`src/bmc_pkg.sv`:
```
`timescale 1ns / 1ps

package bmc_pkg;

   localparam int CMD_BITS   = 3;
   localparam int IDENT_BITS = 22;
   localparam int LEVEL_BITS = 9;
   localparam int FUND_BITS  = 50;

   // one millisecond is 2**6 times an odd factor, divided by shift and reciprocal
   localparam int unsigned NS_PER_MS = 1000000;
   localparam int MS_SHIFT    = 6;
   localparam int MS_ODD      = int'(NS_PER_MS >> MS_SHIFT);
   localparam int MS_ODD_BITS = $clog2(MS_ODD);

   typedef logic signed [FUND_BITS-1:0] fund_type;
   typedef logic [IDENT_BITS-1:0]       ident_type;
   typedef logic [LEVEL_BITS-1:0]       level_type;

   localparam fund_type FUND_MAX    = {1'b0, {(FUND_BITS-1){1'b1}}};
   localparam fund_type FUND_MIN    = {1'b1, {(FUND_BITS-1){1'b0}}};
   localparam fund_type FUND_ONE_MS = FUND_BITS'(NS_PER_MS);

   typedef enum logic [CMD_BITS-1:0] {
      CMD_RELEASE_BEGIN = 3'd0,
      CMD_RELEASED_JOB  = 3'd1,
      CMD_RELEASE_END   = 3'd2,
      CMD_SCHEDULE      = 3'd3,
      CMD_NEW_TASK      = 3'd4
   } cmd_type;

   typedef enum logic [1:0] {
      MODE_NORMAL   = 2'd0,
      MODE_BAILOUT  = 2'd1,
      MODE_RECOVERY = 2'd2
   } mode_type;

   // event fields plus the time differences worked out on entry
   typedef struct packed {
      cmd_type   cmd;
      logic      crit;
      ident_type ident;
      level_type level;
      logic      finishes;
      logic      idle;
      logic      outranks;
      logic      head_crit;
      logic      st_gt_lo;
      fund_type  d_hl;
      fund_type  d_ls;
      fund_type  d_hs;
      fund_type  d_l0;
   } item_type;

   // comparison of the two millisecond quotients
   typedef struct packed {
      logic gt;
      logic lt;
   } cmp_type;

   typedef struct packed {
      mode_type  mode;
      fund_type  fund;
      ident_type low_task;
      logic      preempt;
   } rsp_type;

endpackage

```
`src/bmc_div_stage.sv`:
```
`timescale 1ns / 1ps

module bmc_div_stage import bmc_pkg::*; #(
   parameter int TIME_BITS = 48
) (
   input  logic                 clock,
   input  logic                 reset,
   input  logic                 in_valid,
   output logic                 in_ready,
   input  item_type             in_item,
   input  logic [TIME_BITS-1:0] in_st,
   input  logic [TIME_BITS-1:0] in_lo,
   output logic                 out_valid,
   input  logic                 out_ready,
   output item_type             out_item,
   output cmp_type              out_cmp
);

   // x / 1000000 = (x >> 6) / 15625, the second by reciprocal multiplication
   localparam int Y_BITS  = TIME_BITS - MS_SHIFT;
   localparam int S_BITS  = Y_BITS + MS_ODD_BITS;
   localparam int Q_BITS  = Y_BITS + 1 - MS_ODD_BITS;
   localparam int P_BITS  = 2 * Y_BITS + 1;
   // operand halves, so that each partial product stays near 21 by 22 bits at the default width
   localparam int YL_BITS = (Y_BITS + 1) / 2;
   localparam int YH_BITS = Y_BITS - YL_BITS;
   localparam int ML_BITS = (Y_BITS + 2) / 2;
   localparam int MH_BITS = Y_BITS + 1 - ML_BITS;

   localparam logic [S_BITS:0] POW_S      = {1'b1, {S_BITS{1'b0}}};
   localparam logic [S_BITS:0] RECIP_WIDE =
      (POW_S + (S_BITS+1)'(MS_ODD - 1)) / (S_BITS+1)'(MS_ODD);
   localparam logic [Y_BITS:0]    RECIP    = RECIP_WIDE[Y_BITS:0];
   localparam logic [ML_BITS-1:0] RECIP_LO = RECIP[ML_BITS-1:0];
   localparam logic [MH_BITS-1:0] RECIP_HI = RECIP[Y_BITS:ML_BITS];

   typedef struct packed {
      logic [YH_BITS+MH_BITS-1:0] hh;
      logic [YH_BITS+ML_BITS-1:0] hl;
      logic [YL_BITS+MH_BITS-1:0] lh;
      logic [YL_BITS+ML_BITS-1:0] ll;
   } part_type;

   function automatic part_type split_mul(input logic [TIME_BITS-1:0] x);
      logic [Y_BITS-1:0] y;
      part_type          p;
      y    = x[TIME_BITS-1:MS_SHIFT];
      p.hh = (YH_BITS+MH_BITS)'(y[Y_BITS-1:YL_BITS]) * (YH_BITS+MH_BITS)'(RECIP_HI);
      p.hl = (YH_BITS+ML_BITS)'(y[Y_BITS-1:YL_BITS]) * (YH_BITS+ML_BITS)'(RECIP_LO);
      p.lh = (YL_BITS+MH_BITS)'(y[YL_BITS-1:0]) * (YL_BITS+MH_BITS)'(RECIP_HI);
      p.ll = (YL_BITS+ML_BITS)'(y[YL_BITS-1:0]) * (YL_BITS+ML_BITS)'(RECIP_LO);
      return p;
   endfunction

   function automatic logic [Q_BITS-1:0] merge_quo(input part_type p);
      logic [P_BITS-1:0] sum;
      sum = ((P_BITS'(p.hh) << (YL_BITS + ML_BITS)) + (P_BITS'(p.hl) << YL_BITS))
          + ((P_BITS'(p.lh) << ML_BITS) + P_BITS'(p.ll));
      return sum[P_BITS-1:S_BITS];
   endfunction

   logic              a_valid_ff, b_valid_ff;
   logic              b_ready;
   item_type          a_item_ff, b_item_ff;
   part_type          a_st_ff, a_st_in;
   part_type          a_lo_ff, a_lo_in;
   cmp_type           b_cmp_ff, b_cmp_in;
   logic [Q_BITS-1:0] q_st, q_lo;

   assign b_ready  = !b_valid_ff || out_ready;
   assign in_ready = !a_valid_ff || b_ready;

   always_comb begin
      a_st_in     = split_mul(in_st);
      a_lo_in     = split_mul(in_lo);
      q_st        = merge_quo(a_st_ff);
      q_lo        = merge_quo(a_lo_ff);
      b_cmp_in.gt = q_st > q_lo;
      b_cmp_in.lt = q_st < q_lo;
   end

   always_ff @(posedge clock) begin
      if (reset) begin
         a_valid_ff <= 1'b0;
         b_valid_ff <= 1'b0;
      end else begin
         if (in_ready) begin
            a_valid_ff <= in_valid;
         end
         if (b_ready) begin
            b_valid_ff <= a_valid_ff;
         end
      end
   end

   always_ff @(posedge clock) begin
      if (in_valid && in_ready) begin
         a_item_ff <= in_item;
         a_st_ff   <= a_st_in;
         a_lo_ff   <= a_lo_in;
      end
      if (a_valid_ff && b_ready) begin
         b_item_ff <= a_item_ff;
         b_cmp_ff  <= b_cmp_in;
      end
   end

   assign out_valid = b_valid_ff;
   assign out_item  = b_item_ff;
   assign out_cmp   = b_cmp_ff;

`ifndef SYNTH
   a_cmp_excl: assert property (@(posedge clock) disable iff (reset)
      b_valid_ff |-> !(b_cmp_ff.gt && b_cmp_ff.lt))
      else $error("quotient compare both greater and less");
   a_out_hold: assert property (@(posedge clock) disable iff (reset)
      b_valid_ff && !out_ready |=> b_valid_ff && $stable(b_cmp_ff))
      else $error("waiting compare word changed");
   a_mid_hold: assert property (@(posedge clock) disable iff (reset)
      a_valid_ff && !b_ready |=> a_valid_ff)
      else $error("waiting product word lost");
`endif

endmodule

```
`config.mk`:
```
export PLATFORM = sky130hd
export DESIGN_NAME = bmc_div_stage
export DESIGN_NICKNAME = d
export VERILOG_FILES = /design/src/bmc_pkg.sv /design/src/bmc_div_stage.sv
export SDC_FILE = /design/constraint.sdc
export NUM_CORES = 2
export LEC_CHECK = 0
export BUFFER_PORTS_ARGS = -buffer_cell sky130_fd_sc_hd__buf_2
export CORE_MARGIN = 2
export CORE_UTILIZATION = 30
export DETAILED_ROUTE_END_ITERATION = 6
export SYNTH_ARGS = -nofsm -noshare
export SYNTH_HDL_FRONTEND = slang
export SYNTH_SLANG_ARGS = --single-unit
```
`constraint.sdc`:
```
create_clock -name clock -period 15.1 [get_ports clock]
set_input_delay 0.755 -clock clock [delete_from_list [all_inputs] [get_ports clock]]
set_output_delay 0.755 -clock clock [all_outputs]
set_load 0.05 [all_outputs]
```
==> out/metrics.cfg <==
[final_layout]
finalNonFillerCells = 12400
nets = 11600
drive_gt1_share_pct = 9.01
layout-area-overhead-vs-synth_pct = 12.1
fillCellCount = 29600
final_cell_area_um2 = 100000

[logic_synthesis]
ys_types = 74
average_cell_area_after_synthesis_um2 = 11.7
seq_area_frac_synth_pct = 25.8
yosys_warnings = 0
mappedNetlistArea_um2 = 89400
syn_nets = 10900
postSynth.topFlopCell = sky130_fd_sc_hd__edfxtp_1
synthTopCellsByArea = sky130_fd_sc_hd__fa_1 26%, sky130_fd_sc_hd__edfxtp_1 26%, sky130_fd_sc_hd__ha_1 25%
netlist_instances = 7668
post-synth-top-area-fraction_pct = 25.8
synth_largest_area_cell = sky130_fd_sc_hd__fa_1
asyncSetResetFlopFracSynth_pct = 0
synth-edff-count = 768
ys_seq_elements = 770

[detailed_routing]
dr.pass1.iters = 5
number_of_nets_with_antenna_violations_after_detailed_routing = 0
dr.first_iter.drc_count = 3605
drc = 0
routed_via_density = 4.67
postRouteWirelength_um = 246000
num_vias = 57700
routed_wire_length_per_instance_um = 19.9

[clock_tree]
cts-hold-fix-buffers = 0
cts_made_buffers = 89
tritoncts_clock_tree = done
post_cts_resize_count = 0
clock_insertion_delay_worst_skew_ps = 730
clkSinkCount = 770
clockBufferDepth = 3
postCtsSetupBuffers = 0
worst_setup_hold_path_clk_slew_ps = 70
cts.root.buffer_cell = sky130_fd_sc_hd__clkbuf_16
h_tree_level_count = 3

[worst_setup_path]
timing.critical_path.mode_cell = sky130_fd_sc_hd__inv_1
crit_start_category = input pin
timing.critical_path.arrival_ps = 8140
critical-path-top-delay-family = adder cells
cp.required_ps = 15580
critical_path_class = in2reg
cp.buffers_inverters = 9
worstPathMaxFanout = 12
crit_slowest_cell = sky130_fd_sc_hd__fa_1
end_kind = flop
critPathMaxStageDelay_ps = 650

[timing]
fmax_ghz = 0.131
report.final.setup_viol = 0
postLayoutSetupSlackWorst_ps = 7440
min_period_ps = 7660
rsz0062_at_grt = false
drv_slew = 0
worst_pin_slew_ps = 972
final_hold_viol_count = 0
finalClockSkew_ps = 43.4
min_period_over_period_pct = 50.7
timing.slew.headroom_pct = 35.2
setup_tns_ps = 0

[min_path]
timing.hold.worst.class = in2reg

[global_route]
grt_most_used_layer = met2
grt_met3_usage_pct = 2.30
globalRoute.totalOverflow = 0
grt.total_usage_pct = 16.5
antenna_found_initial = 47
grt_pass1_wl_um = 378000
grt_max_degree = 140
grtUsageMet1_pct = 21.9
grt_pass1_vias = 62400
met2_global_route_usage_pct = 27.5

[die]
floorplan.die_area_um2 = 302000
die_h_um = 550
io_pins = 584
initial_core_util_pct = 30.1
core_area_um2 = 297000
placementRows = 200
chipWidth_um = 550

[placed_design]
dpl.hpwl_um = 208000
buffer_ports.inserted = 571
place_ws_ps = 6710
finalWeightedCongestion = 0.901
place_area_um2 = 97200
place.detailed.instances = 12200

[run]
maxCapViolCount = 0

[run_status]
outcome = complete, no violations

[state kept, by name, summed over array words and instances, names as in the netlist]
name        flops
a_valid_ff      1
out_item      240
a_item_ff     240
out_cmp         2
out_valid       1
a_lo_ff       143
a_st_ff       143
[layout by cell type, fill, tap and decap left out, drive strengths merged, types with 153 or more instances in the layout]
master / n
a21o: 268
a21oi: 322
buf: 590
xnor2: 237
inv: 1719
fa: 1152
o21ai: 177
edfxtp: 768
nand2: 153
ha: 1765
xor2: 208
[cells by family after synthesis]
group | after synthesis | share of synthesized area (%)
fa+ha+maj | 2917 | 50.5
xor+xnor | 445 | 4.36
buf+inv | 1738 | 7.30
flops | 770 | 25.8
mux | 1 | 0.0112
compound gates | 1102 | 8.01
simple gates | 695 | 3.97
[layout make-up]
class / count / area [µm²] / area share (%)
inverters: 1703 / 6390 / 6.38
multi-input cells: 5160 / 59800 / 59.7
repair buffers: 590 / 3010 / 3.01
clock inverters: 58 / 633 / 0.632
well taps: 3939 / 4930 / 4.92
clock buffers: 103 / 2280 / 2.28
flip-flops and latches: 770 / 23100 / 23.1
diodes: 27 / 67.6 / 0.0674
[routing by layer]
metal | routed length [µm] | vias to the layer above
li1 | - | 27100
met1 | 107000 | 28900
met2 | 116000 | 1446
met3 | 13800 | 331
met4 | 8920 | 10
met5 | 61 | -
[cell usage after synthesis, drive strengths merged, types with 12 or more instances]
library cell  instances
a31oi                44
nand2               153
nor2b                57
and2                 12
inv                1703
fa                 1152
a21oi               322
o21bai               38
and3                 44
nand2b               58
a211oi               26
ha                 1765
a21o                268
nor2                152
edfxtp              768
xor2                208
clkbuf               35
xnor2               237
o21a                 50
o211ai               27
nand4                55
o21ai               177
nor3                 29
nand3                72
a22oi                25
[worst paths after layout]
check | start | endpoint | slack, ps | depth (start not counted)
setup reg to reg | a_lo_ff[54] | out_cmp[1] | 8830 | 23
setup / recovery | in_lo[37] | a_lo_ff[126] | 7440 | 28
hold reg to reg | a_item_ff[42] | out_item[42] | 410 | 0
hold / removal | in_item[91] | a_item_ff[91] | 200 | 1
[worst reg2reg max path, cell delays in order, from the launching register on]
cell	delay (ps)
sky130_fd_sc_hd__edfxtp_1	340
sky130_fd_sc_hd__inv_1	80
sky130_fd_sc_hd__fa_1	520
sky130_fd_sc_hd__inv_1	50
sky130_fd_sc_hd__ha_1	300
sky130_fd_sc_hd__a21oi_1	140
sky130_fd_sc_hd__o21ai_0	130
sky130_fd_sc_hd__or4_1	470
sky130_fd_sc_hd__o21bai_1	300
sky130_fd_sc_hd__a31oi_1	240
sky130_fd_sc_hd__o2111ai_1	620
sky130_fd_sc_hd__a21oi_1	200
sky130_fd_sc_hd__o21ai_1	220
sky130_fd_sc_hd__nand2b_1	150
sky130_fd_sc_hd__or4b_1	520
sky130_fd_sc_hd__and3_1	210
sky130_fd_sc_hd__ha_1	300
sky130_fd_sc_hd__a21o_1	160
sky130_fd_sc_hd__a21oi_1	140
sky130_fd_sc_hd__o21ai_0	100
sky130_fd_sc_hd__o21ai_0	250
sky130_fd_sc_hd__nand3b_1	140
sky130_fd_sc_hd__a221oi_1	360
sky130_fd_sc_hd__a31oi_1	80
[through the flow]
stage          utilization (%)  hold slack (ps)
3_3_place_gp              32.8              400
4_1_cts                   33.8              104
5_1_grt                   33.8              137
3_5_place_dp              32.8              405
6_report                  33.8              195
2_1_floorplan                -              400
Power is not shown: default switching activity piles up to over one toggle a cycle in this logic, so the estimate is an artifact.
